### config.mk
export PLATFORM = sky130hd
export DESIGN_NAME = json_string_unescape_utf8
export DESIGN_NICKNAME = d
export VERILOG_FILES = /design/src/rtl/jsu_pkg.sv /design/src/rtl/jsu_front.sv /design/src/rtl/jsu_fifo.sv /design/src/rtl/jsu_back.sv /design/src/rtl/json_string_unescape_utf8.sv
export SDC_FILE = /design/constraint.sdc
export NUM_CORES = 1
export LEC_CHECK = 0
export BUFFER_PORTS_ARGS = -buffer_cell sky130_fd_sc_hd__buf_2
export CAP_MARGIN = 0
export CORE_ASPECT_RATIO = 0.5
export CORE_MARGIN = 1
export CORE_UTILIZATION = 64
export DETAILED_ROUTE_END_ITERATION = 8
export PLACE_DENSITY = 0.92
export SLEW_MARGIN = 10
export SYNTH_ARGS = -nofsm -noshare
export SYNTH_HDL_FRONTEND = slang
export SYNTH_HIERARCHICAL = 1
export SYNTH_SLANG_ARGS = --single-unit
export TNS_END_PERCENT = 100
### constraint.sdc
create_clock -name clk_i -period 6 [get_ports clk_i]
set_input_delay 0.9 -clock clk_i [delete_from_list [all_inputs] [get_ports clk_i]]
set_output_delay 0.9 -clock clk_i [all_outputs]
set_load 0.01 [all_outputs]
### src/rtl/jsu_pkg.sv
package jsu_pkg;

  localparam int QueueDepthDef = 4;

  typedef enum logic [2:0] {
    PH_IDLE,
    PH_BODY,
    PH_ESC,
    PH_HEX_HI,
    PH_PAIR_BS,
    PH_PAIR_U,
    PH_HEX_LO
  } phase_e;

  typedef enum logic [1:0] {
    KIND_BYTE = 2'd0,
    KIND_DONE = 2'd1,
    KIND_ERR  = 2'd2
  } kind_e;

  typedef enum logic [3:0] {
    ERR_NO_OPEN_QUOTE  = 4'd0,
    ERR_CONTROL_CHAR   = 4'd1,
    ERR_TRUNC_ESCAPE   = 4'd2,
    ERR_BAD_ESCAPE     = 4'd3,
    ERR_TRUNC_HEX      = 4'd4,
    ERR_BAD_HEX        = 4'd5,
    ERR_MISSING_LOW    = 4'd6,
    ERR_BAD_PAIR       = 4'd7,
    ERR_STRAY_LOW      = 4'd8,
    ERR_UNTERMINATED   = 4'd9
  } err_e;

  typedef enum logic [1:0] {
    CMD_BYTE,
    CMD_DONE,
    CMD_ERR,
    CMD_CP
  } cmd_e;

  typedef struct packed {
    logic [7:0] data_byte;
    logic       end_of_input;
  } in_item_t;

  typedef struct packed {
    kind_e      kind;
    logic [7:0] out_byte;
    err_e       error_code;
    logic       last;
  } out_item_t;

  typedef struct packed {
    cmd_e        op;
    logic [20:0] cp;
    err_e        code;
  } cmd_t;

endpackage

### src/rtl/jsu_front.sv
module jsu_front
  import jsu_pkg::*;
(
  input  logic     clk_i,
  input  logic     rst_ni,
  input  logic     accept_i,
  input  in_item_t in_i,
  output logic     push_o,
  output cmd_t     cmd_o
);

  phase_e      phase_q, phase_d;
  logic [11:0] acc_q, acc_d;
  logic [1:0]  cnt_q, cnt_d;
  logic [9:0]  hs_q, hs_d;

  logic [7:0]  b;
  logic        eoi;
  logic        hex_ok;
  logic [3:0]  hex_v;
  logic [15:0] unit;
  logic        cmd_valid;

  assign b   = in_i.data_byte;
  assign eoi = in_i.end_of_input;

  always_comb begin
    hex_ok = 1'b1;
    hex_v  = b[3:0];
    if (b >= 8'h30 && b <= 8'h39) begin
      hex_v = b[3:0];
    end else if ((b >= 8'h41 && b <= 8'h46) || (b >= 8'h61 && b <= 8'h66)) begin
      hex_v = b[3:0] + 4'd9;
    end else begin
      hex_ok = 1'b0;
    end
  end

  assign unit = {acc_q, hex_v};

  always_comb begin
    phase_d   = phase_q;
    acc_d     = acc_q;
    cnt_d     = cnt_q;
    hs_d      = hs_q;
    cmd_valid = 1'b0;
    cmd_o     = '{op: CMD_BYTE, cp: '0, code: ERR_NO_OPEN_QUOTE};
    unique case (phase_q)
      PH_BODY: begin
        cmd_valid = 1'b1;
        if (eoi) begin
          cmd_o.op = CMD_ERR; cmd_o.code = ERR_UNTERMINATED; phase_d = PH_IDLE;
        end else if (b == 8'h22) begin
          cmd_o.op = CMD_DONE; phase_d = PH_IDLE;
        end else if (b < 8'h20) begin
          cmd_o.op = CMD_ERR; cmd_o.code = ERR_CONTROL_CHAR; phase_d = PH_IDLE;
        end else if (b == 8'h5C) begin
          cmd_valid = 1'b0; phase_d = PH_ESC;
        end else begin
          cmd_o.cp = {13'd0, b};
        end
      end
      PH_ESC: begin
        cmd_valid = 1'b1;
        phase_d   = PH_BODY;
        if (eoi) begin
          cmd_o.op = CMD_ERR; cmd_o.code = ERR_TRUNC_ESCAPE; phase_d = PH_IDLE;
        end else begin
          case (b)
            8'h22, 8'h5C, 8'h2F: cmd_o.cp = {13'd0, b};
            8'h62: cmd_o.cp = 21'h08;
            8'h66: cmd_o.cp = 21'h0C;
            8'h6E: cmd_o.cp = 21'h0A;
            8'h72: cmd_o.cp = 21'h0D;
            8'h74: cmd_o.cp = 21'h09;
            8'h75: begin
              cmd_valid = 1'b0; phase_d = PH_HEX_HI; acc_d = '0; cnt_d = '0;
            end
            default: begin
              cmd_o.op = CMD_ERR; cmd_o.code = ERR_BAD_ESCAPE; phase_d = PH_IDLE;
            end
          endcase
        end
      end
      PH_HEX_HI, PH_HEX_LO: begin
        if (eoi) begin
          cmd_valid = 1'b1; cmd_o.op = CMD_ERR; cmd_o.code = ERR_TRUNC_HEX;
          phase_d = PH_IDLE;
        end else if (!hex_ok) begin
          cmd_valid = 1'b1; cmd_o.op = CMD_ERR; cmd_o.code = ERR_BAD_HEX;
          phase_d = PH_IDLE;
        end else begin
          acc_d = {acc_q[7:0], hex_v};
          cnt_d = cnt_q + 2'd1;
          if (cnt_q == 2'd3) begin
            if (phase_q == PH_HEX_HI) begin
              if (unit[15:10] == 6'b110110) begin
                hs_d = unit[9:0]; phase_d = PH_PAIR_BS;
              end else if (unit[15:10] == 6'b110111) begin
                cmd_valid = 1'b1; cmd_o.op = CMD_ERR; cmd_o.code = ERR_STRAY_LOW;
                phase_d = PH_IDLE;
              end else begin
                cmd_valid = 1'b1; cmd_o.op = CMD_CP; cmd_o.cp = {5'd0, unit};
                phase_d = PH_BODY;
              end
            end else begin
              cmd_valid = 1'b1;
              if (unit[15:10] != 6'b110111) begin
                cmd_o.op = CMD_ERR; cmd_o.code = ERR_BAD_PAIR; phase_d = PH_IDLE;
              end else begin
                cmd_o.op = CMD_CP;
                cmd_o.cp = {({1'b0, hs_q} + 11'd64), unit[9:0]};
                phase_d  = PH_BODY;
              end
            end
          end
        end
      end
      PH_PAIR_BS: begin
        if (eoi || b != 8'h5C) begin
          cmd_valid = 1'b1; cmd_o.op = CMD_ERR; cmd_o.code = ERR_MISSING_LOW;
          phase_d = PH_IDLE;
        end else begin
          phase_d = PH_PAIR_U;
        end
      end
      PH_PAIR_U: begin
        if (eoi || b != 8'h75) begin
          cmd_valid = 1'b1; cmd_o.op = CMD_ERR; cmd_o.code = ERR_MISSING_LOW;
          phase_d = PH_IDLE;
        end else begin
          phase_d = PH_HEX_LO; acc_d = '0; cnt_d = '0;
        end
      end
      default: begin
        phase_d = PH_IDLE;
        if (eoi) begin
          cmd_valid = 1'b1; cmd_o.op = CMD_ERR;
        end else if (b == 8'h20 || (b >= 8'h09 && b <= 8'h0D)) begin
          phase_d = PH_IDLE;
        end else if (b == 8'h22) begin
          phase_d = PH_BODY;
        end else begin
          cmd_valid = 1'b1; cmd_o.op = CMD_ERR;
        end
      end
    endcase
  end

  assign push_o = accept_i && cmd_valid;

  always_ff @(posedge clk_i or negedge rst_ni) begin
    if (!rst_ni) begin
      phase_q <= PH_IDLE;
      acc_q   <= '0;
      cnt_q   <= '0;
      hs_q    <= '0;
    end else if (accept_i) begin
      phase_q <= phase_d;
      acc_q   <= acc_d;
      cnt_q   <= cnt_d;
      hs_q    <= hs_d;
    end
  end

endmodule

### src/rtl/jsu_fifo.sv
module jsu_fifo
  import jsu_pkg::*;
#(
  parameter int Depth = QueueDepthDef
) (
  input  logic clk_i,
  input  logic rst_ni,
  input  logic push_i,
  input  cmd_t wdata_i,
  input  logic pop_i,
  output logic valid_o,
  output logic full_o,
  output cmd_t head_o
);

  localparam int PtrW = (Depth > 1) ? $clog2(Depth) : 1;
  localparam int CntW = $clog2(Depth + 1);

  cmd_t            mem_q [Depth];
  logic [PtrW-1:0] wr_q, rd_q;
  logic [CntW-1:0] cnt_q;

  function automatic logic [PtrW-1:0] wrap_inc(input logic [PtrW-1:0] p);
    logic [PtrW-1:0] r;
    r = (p == PtrW'(Depth - 1)) ? '0 : p + 1'b1;
    return r;
  endfunction

  assign valid_o = cnt_q != '0;
  assign full_o  = cnt_q == CntW'(Depth);
  assign head_o  = mem_q[rd_q];

  always_ff @(posedge clk_i) begin
    if (push_i) begin
      mem_q[wr_q] <= wdata_i;
    end
  end

  always_ff @(posedge clk_i or negedge rst_ni) begin
    if (!rst_ni) begin
      wr_q  <= '0;
      rd_q  <= '0;
      cnt_q <= '0;
    end else begin
      if (push_i) wr_q <= wrap_inc(wr_q);
      if (pop_i) rd_q <= wrap_inc(rd_q);
      if (push_i && !pop_i) begin
        cnt_q <= cnt_q + 1'b1;
      end else if (pop_i && !push_i) begin
        cnt_q <= cnt_q - 1'b1;
      end
    end
  end

  a_no_overflow: assert property (@(posedge clk_i) disable iff (!rst_ni)
    push_i |-> !full_o) else $error("push into full queue");
  a_no_underflow: assert property (@(posedge clk_i) disable iff (!rst_ni)
    pop_i |-> valid_o) else $error("pop from empty queue");
  a_count_bound: assert property (@(posedge clk_i) disable iff (!rst_ni)
    cnt_q <= CntW'(Depth)) else $error("queue count out of range");

endmodule

### src/rtl/jsu_back.sv
module jsu_back
  import jsu_pkg::*;
(
  input  logic      clk_i,
  input  logic      rst_ni,
  input  logic      head_valid_i,
  input  cmd_t      head_i,
  output logic      pop_o,
  output logic      out_valid_o,
  input  logic      out_stall_i,
  output out_item_t out_o
);

  logic [1:0] idx_q, idx_d;
  logic       out_valid_q, out_valid_d;
  out_item_t  out_q, res;
  logic [1:0] nm1, trail;
  logic       last, load;
  logic [20:0] cp;

  assign cp = head_i.cp;

  always_comb begin
    nm1 = 2'd0;
    if (head_i.op == CMD_CP) begin
      if (cp <= 21'h7F)        nm1 = 2'd0;
      else if (cp <= 21'h7FF)  nm1 = 2'd1;
      else if (cp <= 21'hFFFF) nm1 = 2'd2;
      else                     nm1 = 2'd3;
    end
  end

  assign last  = idx_q == nm1;
  assign trail = nm1 - idx_q;

  always_comb begin
    res            = '{kind: KIND_BYTE, out_byte: '0, error_code: ERR_NO_OPEN_QUOTE,
                       last: last};
    unique case (head_i.op)
      CMD_BYTE: res.out_byte = cp[7:0];
      CMD_DONE: res.kind = KIND_DONE;
      CMD_ERR: begin
        res.kind       = KIND_ERR;
        res.error_code = head_i.code;
      end
      default: begin
        if (idx_q == 2'd0) begin
          case (nm1)
            2'd0:    res.out_byte = cp[7:0];
            2'd1:    res.out_byte = {3'b110, cp[10:6]};
            2'd2:    res.out_byte = {4'b1110, cp[15:12]};
            default: res.out_byte = {5'b11110, cp[20:18]};
          endcase
        end else begin
          case (trail)
            2'd0:    res.out_byte = {2'b10, cp[5:0]};
            2'd1:    res.out_byte = {2'b10, cp[11:6]};
            default: res.out_byte = {2'b10, cp[17:12]};
          endcase
        end
      end
    endcase
  end

  assign load  = head_valid_i && (!out_valid_q || !out_stall_i);
  assign pop_o = load && last;

  always_comb begin
    idx_d       = idx_q;
    out_valid_d = out_valid_q;
    if (load) begin
      out_valid_d = 1'b1;
      idx_d       = last ? 2'd0 : idx_q + 2'd1;
    end else if (!out_stall_i) begin
      out_valid_d = 1'b0;
    end
  end

  always_ff @(posedge clk_i or negedge rst_ni) begin
    if (!rst_ni) begin
      idx_q       <= '0;
      out_valid_q <= 1'b0;
    end else begin
      idx_q       <= idx_d;
      out_valid_q <= out_valid_d;
    end
  end

  always_ff @(posedge clk_i) begin
    if (load) out_q <= res;
  end

  assign out_valid_o = out_valid_q;
  assign out_o       = out_q;

  a_head_held: assert property (@(posedge clk_i) disable iff (!rst_ni)
    idx_q != 2'd0 |-> head_valid_i && head_i.op == CMD_CP)
    else $error("multi-byte sequence lost its queue entry");
  a_single_last: assert property (@(posedge clk_i) disable iff (!rst_ni)
    load && head_i.op != CMD_CP |-> pop_o)
    else $error("single result entry not retired");
  a_pop_on_load: assert property (@(posedge clk_i) disable iff (!rst_ni)
    pop_o |-> load) else $error("pop without transfer");

endmodule

### src/rtl/json_string_unescape_utf8.sv
// JSON string unescaper: takes one byte of JSON text per transfer and returns
// the decoded string as UTF-8 bytes, then a completion result, or an error
// result with its code. A parser in front takes a byte every cycle while its
// command queue (QueueDepth entries) has room, and turns each byte into at most
// one command; the back end expands a command into one to four results and
// delivers one result per cycle, while the output is not stalled, through an
// output register. An accepted byte's command is written into the queue, and
// the back end then loads its first result into the output register. Sustained
// input rate is one byte per cycle while the queue has room; a \u escape yields
// one to three UTF-8 bytes, or four for a surrogate pair, one result each.
module json_string_unescape_utf8
  import jsu_pkg::*;
#(
  parameter int QueueDepth = QueueDepthDef
) (
  input  logic      clk_i,
  input  logic      rst_ni,
  input  logic      in_valid_i,
  output logic      in_stall_o,
  input  in_item_t  in_i,
  output logic      out_valid_o,
  input  logic      out_stall_i,
  output out_item_t out_o
);

  logic accept, push, pop, q_valid, q_full;
  cmd_t cmd, head;

  assign in_stall_o = q_full;
  assign accept     = in_valid_i && !q_full;

  jsu_front u_front (
    .clk_i    (clk_i),
    .rst_ni   (rst_ni),
    .accept_i (accept),
    .in_i     (in_i),
    .push_o   (push),
    .cmd_o    (cmd)
  );

  jsu_fifo #(
    .Depth (QueueDepth)
  ) u_fifo (
    .clk_i   (clk_i),
    .rst_ni  (rst_ni),
    .push_i  (push),
    .wdata_i (cmd),
    .pop_i   (pop),
    .valid_o (q_valid),
    .full_o  (q_full),
    .head_o  (head)
  );

  jsu_back u_back (
    .clk_i        (clk_i),
    .rst_ni       (rst_ni),
    .head_valid_i (q_valid),
    .head_i       (head),
    .pop_o        (pop),
    .out_valid_o  (out_valid_o),
    .out_stall_i  (out_stall_i),
    .out_o        (out_o)
  );

endmodule
Word level (Yosys, flattened, before mapping)
Memories as Yosys holds them, arrays and structs flattened.
Cells that the tools add are included.

operators by class
  add/subtract/negate cells = 9
  magnitude comparators = 12
  equality and inequality tests = 40
  muxes and demuxes = 110
  bitwise operators = 1
  reductions and logical operators = 35

operators by type and width
  kind                                                                      number
  21-bit two-way mux                                                        6
  27-bit two-way mux                                                        3
  21-bit case mux with 3 select lines                                       1
  12-bit two-way mux                                                        5
  3-bit two-way mux                                                         19
  8-bit by 7-bit equality test with 1-bit output (second input constant)    7
  2-bit two-way mux                                                         24
  8-bit case mux with 6 select lines                                        1
  12-bit case mux with 3 select lines                                       1
  1-bit two-way mux                                                         29
  4-bit two-way mux                                                         7
  25-bit two-way mux                                                        1
  8-bit by 6-bit equality test with 1-bit output (second input constant)    3
  8-bit case mux with 3 select lines                                        1
  21-bit by 11-bit <= comparator with 1-bit output (second input constant)  1
  21-bit by 16-bit <= comparator with 1-bit output (second input constant)  1
  21-bit by 7-bit <= comparator with 1-bit output (second input constant)   1
  4-bit case mux with 5 select lines                                        1
  8-bit by 7-bit >= comparator with 1-bit output (second input constant)    2
  8-bit by 7-bit <= comparator with 1-bit output (second input constant)    2
  16-bit two-way mux                                                        1
  8-bit two-way mux                                                         2
  8-bit by 7-bit != test with 1-bit output (second input constant)          2
  8-bit case mux with 2 select lines                                        1
  other kinds (42)                                                          85

word-level totals
  register bits after elaboration = 52
  memory bits (writable) = 108
  input bits = 13
  output and inout port bits = 17
  logic and storage cells = 221
  memories = 1

memory list
  name          depth  bits a word  rd ports  clocked after Yosys merged registers in  wr ports  RTL line        text
  u_fifo.mem_q  4      27           1         0                                        1         jsu_fifo.sv:19  cmd_t mem_q [Depth];

Longest topological paths before layout
Gate-level depths: netlist of the first run.

  depth in word-level cells = 13
  depth in mapped cells = 18
  depth with buffers taken out = 15

Hierarchy
Netlist of the first run, hierarchy kept.

modules (own cells, without submodules)
  module                     instances  cells each  area each (µm²)  sequential area each (µm²)
  jsu_fifo                   1          178         4320.4           3418.3
  jsu_front                  1          299         2389.8           675.6
  jsu_back                   1          125         1237.4           525.5
  json_string_unescape_utf8  1          1           13.8             0.0

Worst setup path before layout of the first run
OpenSTA, ideal clock, no wires.

  kind = register to register
  from = register u_fifo.rd_q[0]
  to = register u_fifo.cnt_q[2]
  library setup time = 79 ps
  data arrival time = 3854 ps
  data required time = 5921 ps
  path slack = 2067 ps
  stages on the path, launching flop included = 19
  buffers on the path = 3
  path through = dfrtp_1 > buf_6 > buf_12 > mux4_2 > or4_1 > nand3b_1 > nand3_1 > nand2_1 > ha_1 > clkbuf_1 > and3_1 > and2_1 > inv_1 > ha_1 > inv_1 > fa_1 > xor2_1 > nor2_1 > xor2_1

RTL lines
  item                      RTL line        text
  start: declaration        jsu_fifo.sv:20  logic [PtrW-1:0] wr_q, rd_q;
  start signal: assignment  jsu_fifo.sv:46  if (pop_i) rd_q <= wrap_inc(rd_q);
  end signal: assignment    jsu_fifo.sv:48  cnt_q <= cnt_q + 1'b1;
  end signal: assignment    jsu_fifo.sv:50  cnt_q <= cnt_q - 1'b1;
  end: declaration          jsu_fifo.sv:21  logic [CntW-1:0] cnt_q;

==> results of run 1 <==
[synth_stat cells (13+ instances only)]
cell | number | share of area, %
edfxtp_1 | 123 | 46
nand2_1 | 56 | 2.6
nor2_1 | 39 | 1.8
dfrtp_1 | 37 | 12
a21oi_1 | 31 | 1.9
mux4_2 | 26 | 7.4
inv_1 | 22 | 1.0
ha_1 | 19 | 3.0
o21ai_0 | 19 | 1.2
and2_1 | 15 | 1.2
clkbuf_1 | 14 | 0.66
nand3_1 | 13 | 0.82
[state kept, by name, summed over array words and instances (netlist names)]
name and cells:
u_back/out_o 15, u_back/idx_q 2, u_fifo/rd_q 2, u_front/hs_q 10, u_front/acc_q 12, u_fifo/cnt_q 3, u_front/cnt_q 2, u_fifo/mem_q 108
u_front/phase_q 3, u_back/out_valid_o 1, u_fifo/wr_q 2
[layout make-up]
type / count / share of cell area (%)
clock buffers: 17 / 4.87
clock inverters: 14 / 1.50
inverters: 22 / 0.945
multi-input cells: 392 / 35.2
flip-flops and latches: 160 / 52.9
well taps: 165 / 2.36
repair buffers: 36 / 2.26
[cells by family after synthesis]
logic type	after synthesis	share of synthesized area (%)
AND/OR/NAND/NOR	191	12.9
flip-flops	160	58.0
AO/OA/AOI/OAI	129	11.6
buffers and inverters	51	3.38
multiplexers	42	9.70
adder cells (fa/ha/maj)	20	3.24
XOR/XNOR	10	1.10
[layer usage]
metal	GRT usage [%]	wire (microns)	up-vias	share of wire (%)
met5	0	0	-	0
met4	13.8	667	0	3.3
met3	7.41	2360	95	12
met2	52.6	9240	510	45
met1	45.6	8080	2736	40
li1	-	-	2377	-
[worst min-delay path by stage]
stage	endpoint	startpoint	depth (start not counted)	slack (ns)
3_3_place_gp	u_fifo/cnt_q[2]	u_fifo/cnt_q[2]	1	0.47
2_1_floorplan	u_fifo/cnt_q[2]	u_fifo/cnt_q[2]	1	0.45
6_report	u_fifo/cnt_q[2]	u_fifo/cnt_q[2]	1	0.51
5_1_grt	u_fifo/cnt_q[2]	u_fifo/cnt_q[2]	1	0.53
3_5_place_dp	u_front/acc_q[11]	u_front/acc_q[11]	2	0.49
4_1_cts	u_fifo/cnt_q[2]	u_fifo/cnt_q[2]	1	0.50
[per-stage QoR]
step	cells	utilization [%]	hold slack [ns]	cell area [sq um]
5_1_grt	806	72.9	0.527	8740
4_1_cts	806	72.9	0.500	8740
2_1_floorplan	603	-	0.449	7960
3_3_place_gp	775	68.3	0.469	8180
6_report	806	72.9	0.508	8740
3_5_place_dp	775	68.3	0.491	8180
[where the power goes]
group	leakage, nW	internal, mW	switching [mW]	total (mW)
clock	0.270	0.575	0.465	1.04
combinational	1.27	0.663	1.00	1.67
sequential	1.60	1.56	0.161	1.72
total	3.14	2.80	1.63	4.43
==> flow_summary.json, run 1 <==
{
  "fp.dieW_microns": 160,
  "period_share_pct": 72.3,
  "wl_mm": 20.4,
  "syn_area_per_cell_sq_um": 13.2,
  "seq_area_sq_um": 4620,
  "critPathTopFamily": "simple AND/OR/NAND/NOR gates",
  "grt_first_pass_wirelength_mm": 31.0,
  "cp.arrival_ns": 4.68,
  "cts.htree.levels": 4,
  "viasPerCell": 7.09,
  "cts.sinks": 160,
  "numCtsBuffers": 17,
  "grtUsageTotal_pct": 33.3,
  "netlist_instances": 603,
  "pre_cts_slack_ns": 1.74,
  "clk_pin_slew_ns": 0.07,
  "slew_headroom_pct": 29.5,
  "r2r.worst_path.cells": 15,
  "synth-edff-count": 123,
  "path_cells": "buf_4 > mux4_2 > nor2_1 > nand3_1 > nand2_1 > ha_1 > and3_1 > and2_1 > inv_1 > ha_1 > inv_1 > fa_1 > xor2_1 > nor2_1 > xor2_1",
  "antenna_found_initial": 0,
  "initial_core_util_pct": 66.4,
  "synth_nets": 636,
  "layout_commonest_cell": "edfxtp_1",
  "hpwlAfterDp_mm": 12.9,
  "io_buffers": 29,
  "cp_max_fo": 19,
  "finalPower_mw": 4.43,
  "cts-root-buf": "clkbuf_16",
  "cp-start-kind": "flop",
  "gr-total-overflow": 0,
  "max-vdd-ir-drop_mv": 0.280,
  "maxCapViolations": 0,
  "num_io_pins": 30,
  "hold_path_class": "flop to flop",
  "required_ns": 6.34,
  "slowest_delay_ns": 0.64,
  "core_region_area_sq_um": 12000,
  "crit_start": "u_fifo/rd_q[0]",
  "cts_hold_buf": 0,
  "slowest_stage": "mux4_2",
  "leakagePower_nw": 3.14,
  "drc": 0,
  "grt_pass1_vias": 5287,
  "crit_buf_inv": 3,
  "tns_ns": 0,
  "fmax_mhz": 231,
  "postCtsSetupBuffers": 0,
  "synth_seq_cells": 160,
  "rrSetupSlack_ns": 1.66,
  "critPathKind": "flop to flop",
  "rr_startpoint": "u_fifo/rd_q[0]",
  "cts_tree": "yes",
  "crit_end": "u_fifo/cnt_q[2]",
  "rows": 28,
  "wl_per_cell_microns": 25.2,
  "ant_nets": 0,
  "yosysWarnings": 6,
  "worstReg2RegEnd": "u_fifo/cnt_q[2]",
  "max-clock-path-buffers": 2,
  "n_fill_cell": 720,
  "mostFrequentLayoutCells": "edfxtp_1 (123), nand2_1 (56), nor2_1 (39)",
  "num_antenna_cells": 0,
  "hold_viol": 0,
  "drt_iter0_drc": 1077,
  "nets": 662,
  "grt_max_degree": 38,
  "vias": 5718,
  "post-route-worst-setup-slack_ns": 1.66,
  "rsz0062_at_grt": "no",
  "die-area_sq_um": 12900,
  "die_y_microns": 80.9,
  "gp_congestion": 0.974,
  "synth.distinct_cells": 81,
  "synthFlopType": "edfxtp_1",
  "pwr_density_cell_nw_per_um2": 507,
  "multi_input_area_sq_um": 3070,
  "setup_viol": 0,
  "slew_violations": 0,
  "end_kind": "flop",
  "skew_ns": 0.00848,
  "yosysSeqAreaShare_pct": 58.0,
  "async_reset_ff_share_pct": 23.1,
  "drtPass1Iterations": 6,
  "cp.depth": 15,
  "worst_skew_pair.late_latency_ns": 0.42,
  "area_delta_synth_final_pct": 9.74,
  "drive_above_1_share_pct": 19.3,
  "synthesis.area_sq_um": 7960,
  "status": "finished, final reports clean",
  "cts_resized": 0,
  "worst_pin_slew_ns": 1.06,
  "min_period_ns": 4.34
}
Power figures use the tool's default switching activity.
==> run 2, diff against run 1 <==
Settings changed: CORE_UTILIZATION 64 to 56, PLACE_DENSITY 0.92 to 0.86.
Clock period 6 ns to 3.83 ns, I/O delays scaled along.
==> run 2 against run 1 <==
  * Wire length fell by 0.12%
  * Clock power is 45% higher
  * Core utilization is 7.3 points lower
  * Die area rose by 14%
  * First-iteration DRC count decreased by 17%
  * Clock skew up 0.00066 ns
==> flow_summary.json, run 2 (same netlist as run 1, synthesis figures left out) <==
{
  "status": "finished, final reports clean",
  "grt_pass1_vias": 5340,
  "switchingPower_mw": 2.66,
  "numCtsBuffers": 17,
  "vias": 5689,
  "cts.htree.levels": 4,
  "cts_tree": "yes",
  "grt_max_degree": 38,
  "slew_violations": 0,
  "required_ns": 3.99,
  "cts.sinks": 160,
  "grt_first_pass_wirelength_mm": 30.4,
  "maxCapViolations": 0,
  "largest_reg_flops": 108,
  "io_buffers": 29,
  "p_int_mw": 4.53,
  "regMostFlops": "u_fifo/mem_q",
  "hold_viol": 0,
  "sw_frac_of_total_pct": 37.0,
  "drt_iter0_drc": 894,
  "leakagePower_nw": 3.24,
  "cp.arrival_ns": 3.97,
  "die-area_sq_um": 14700,
  "cts_hold_buf": 0,
  "antenna_found_initial": 0,
  "setup_viol": 0,
  "cts-root-buf": "clkbuf_16",
  "layout_commonest_cell": "edfxtp_1",
  "viasPerCell": 6.65,
  "gp_congestion": 1.01,
  "initial_core_util_pct": 58.1,
  "rsz0062_at_grt": "no",
  "rr_startpoint": "u_fifo/rd_q[0]",
  "critPathTopFamily": "compound AO/OA/AOI/OAI gates",
  "die_y_microns": 86.3,
  "crit_start": "u_fifo/rd_q[0]",
  "fmax_mhz": 263,
  "max-vdd-ir-drop_mv": 0.468,
  "clk_pin_slew_ns": 0.06,
  "drive_above_1_share_pct": 22.8,
  "slowest_stage": "mux4_1",
  "combPwrFrac_pct": 41.4,
  "rrSetupSlack_ns": 0.02,
  "max-clock-path-buffers": 2,
  "mostFrequentLayoutCells": "edfxtp_1 (123), nand2_1 (55), nor2_1 (39)",
  "rows": 30,
  "core_region_area_sq_um": 13700,
  "wl_per_cell_microns": 23.8,
  "cp-start-kind": "flop",
  "drtPass1Iterations": 6,
  "period_share_pct": 99.4,
  "cp_max_fo": 11,
  "crit_buf_inv": 3,
  "worstReg2RegEnd": "u_back/out_o[7]",
  "slowest_delay_ns": 0.67,
  "finalPower_mw": 7.19,
  "grtUsageTotal_pct": 28.5,
  "wl_mm": 20.3,
  "ant_nets": 0,
  "nets": 683,
  "tns_ns": 0,
  "fin_cells": 855,
  "final_cell_area_sq_um": 8990,
  "pwr_density_cell_nw_per_um2": 800,
  "area_delta_synth_final_pct": 13.0,
  "end_kind": "flop",
  "dp.cells": 818,
  "clock_power_share_pct": 20.9,
  "drc": 0,
  "path_cells": "buf_12 > buf_4 > mux4_1 > nor3_4 > nand4b_1 > nand2_1 > inv_1 > ha_1 > a222oi_1 > nor2_1 > a21oi_1 > o21ai_0 > a311o_1",
  "worst_skew_pair.late_latency_ns": 0.42,
  "r2r.worst_path.cells": 13,
  "hold_path_class": "input port to async pin",
  "min_period_ns": 3.81,
  "slew_headroom_pct": 42.1,
  "fp.dieW_microns": 171,
  "worst_pin_slew_ns": 0.869,
  "placed_area_sq_um": 8390,
  "gr-total-overflow": 0,
  "num_io_pins": 30,
  "pwr-share-seq_pct": 37.6,
  "num_antenna_cells": 0,
  "hpwlAfterDp_mm": 12.7,
  "critPathKind": "flop to flop",
  "skew_ns": 0.00914
}
-- run 2: changes by cell type in the layout (fill, tap and decap cells not counted), moves of 2 or more --
cell      change
buf_12        +5
buf_4        +16
clkbuf_1      +3
clkinv_2      +2
clkinv_4      -2
ha_1          -2
ha_2          +2
inv_6         -3
-- run 2: worst max-delay path by stage --
stage | depth (start not counted) | to
floorplan | 18 | u_fifo/cnt_q[2]
global placement | 15 | u_fifo/cnt_q[2]
detailed placement | 15 | u_fifo/cnt_q[2]
CTS | 16 | u_fifo/cnt_q[2]
global route | 13 | u_back/out_o[7]
finish | 13 | u_back/out_o[7]
-- run 2: layer usage --
layer / vias to the layer above / global-route usage (%) / routed length [microns]
met5: - / 0 / 0
met4: 0 / 10.5 / 644
met3: 76 / 8.49 / 2390
met2: 474 / 45.2 / 9460
met1: 2706 / 37.7 / 7830
li1: 2433 / - / -
-- run 2: layout make-up --
| type | instances | area, sq um |
|---|---|---|
| Timing Repair Buffer | 57 | 418 |
| Fill cell | 902 | 4710 |
| Tap cell | 192 | 240 |
| Sequential cell | 160 | 4620 |
| Clock inverter | 11 | 67.6 |
| Inverter | 22 | 82.6 |
| Multi-Input combinational cell | 392 | 3110 |
| Clock buffer | 21 | 450 |
-- run 2: per-stage QoR --
stage / setup WS, ns / utilization (%) / hold slack, ns
floorplan: 0.0156 / - / 0.279
global placement: 0.129 / 61.3 / 0.472
detailed placement: -0.152 / 61.3 / 0.490
CTS: 0.0481 / 65.4 / 0.282
global route: 0.00257 / 65.6 / 0.319
finish: 0.0244 / 65.6 / 0.256
-- run 2: power by group through the flow --
| stage | logic [mW] | clock network (mW) | registers (mW) |
|---|---|---|---|
| final | 2.98 | 1.51 | 2.70 |
| after global routing | 3.13 | 1.57 | 2.73 |
| after CTS | 2.82 | 1.50 | 2.69 |
| after detailed placement | 2.67 | 0 | 2.72 |
| after global placement | 2.60 | 0 | 2.68 |
| after floorplan | 1.94 | 0 | 2.62 |
-- run 2: timing repair --
item / 4_1_cts / 5_1_grt
gates resized for setup: 1 / 7
buffers inserted: 4 / 1
cloned: 0 / 0
setup endpoints to repair: 3 / 3
pin swaps: 1 / 2
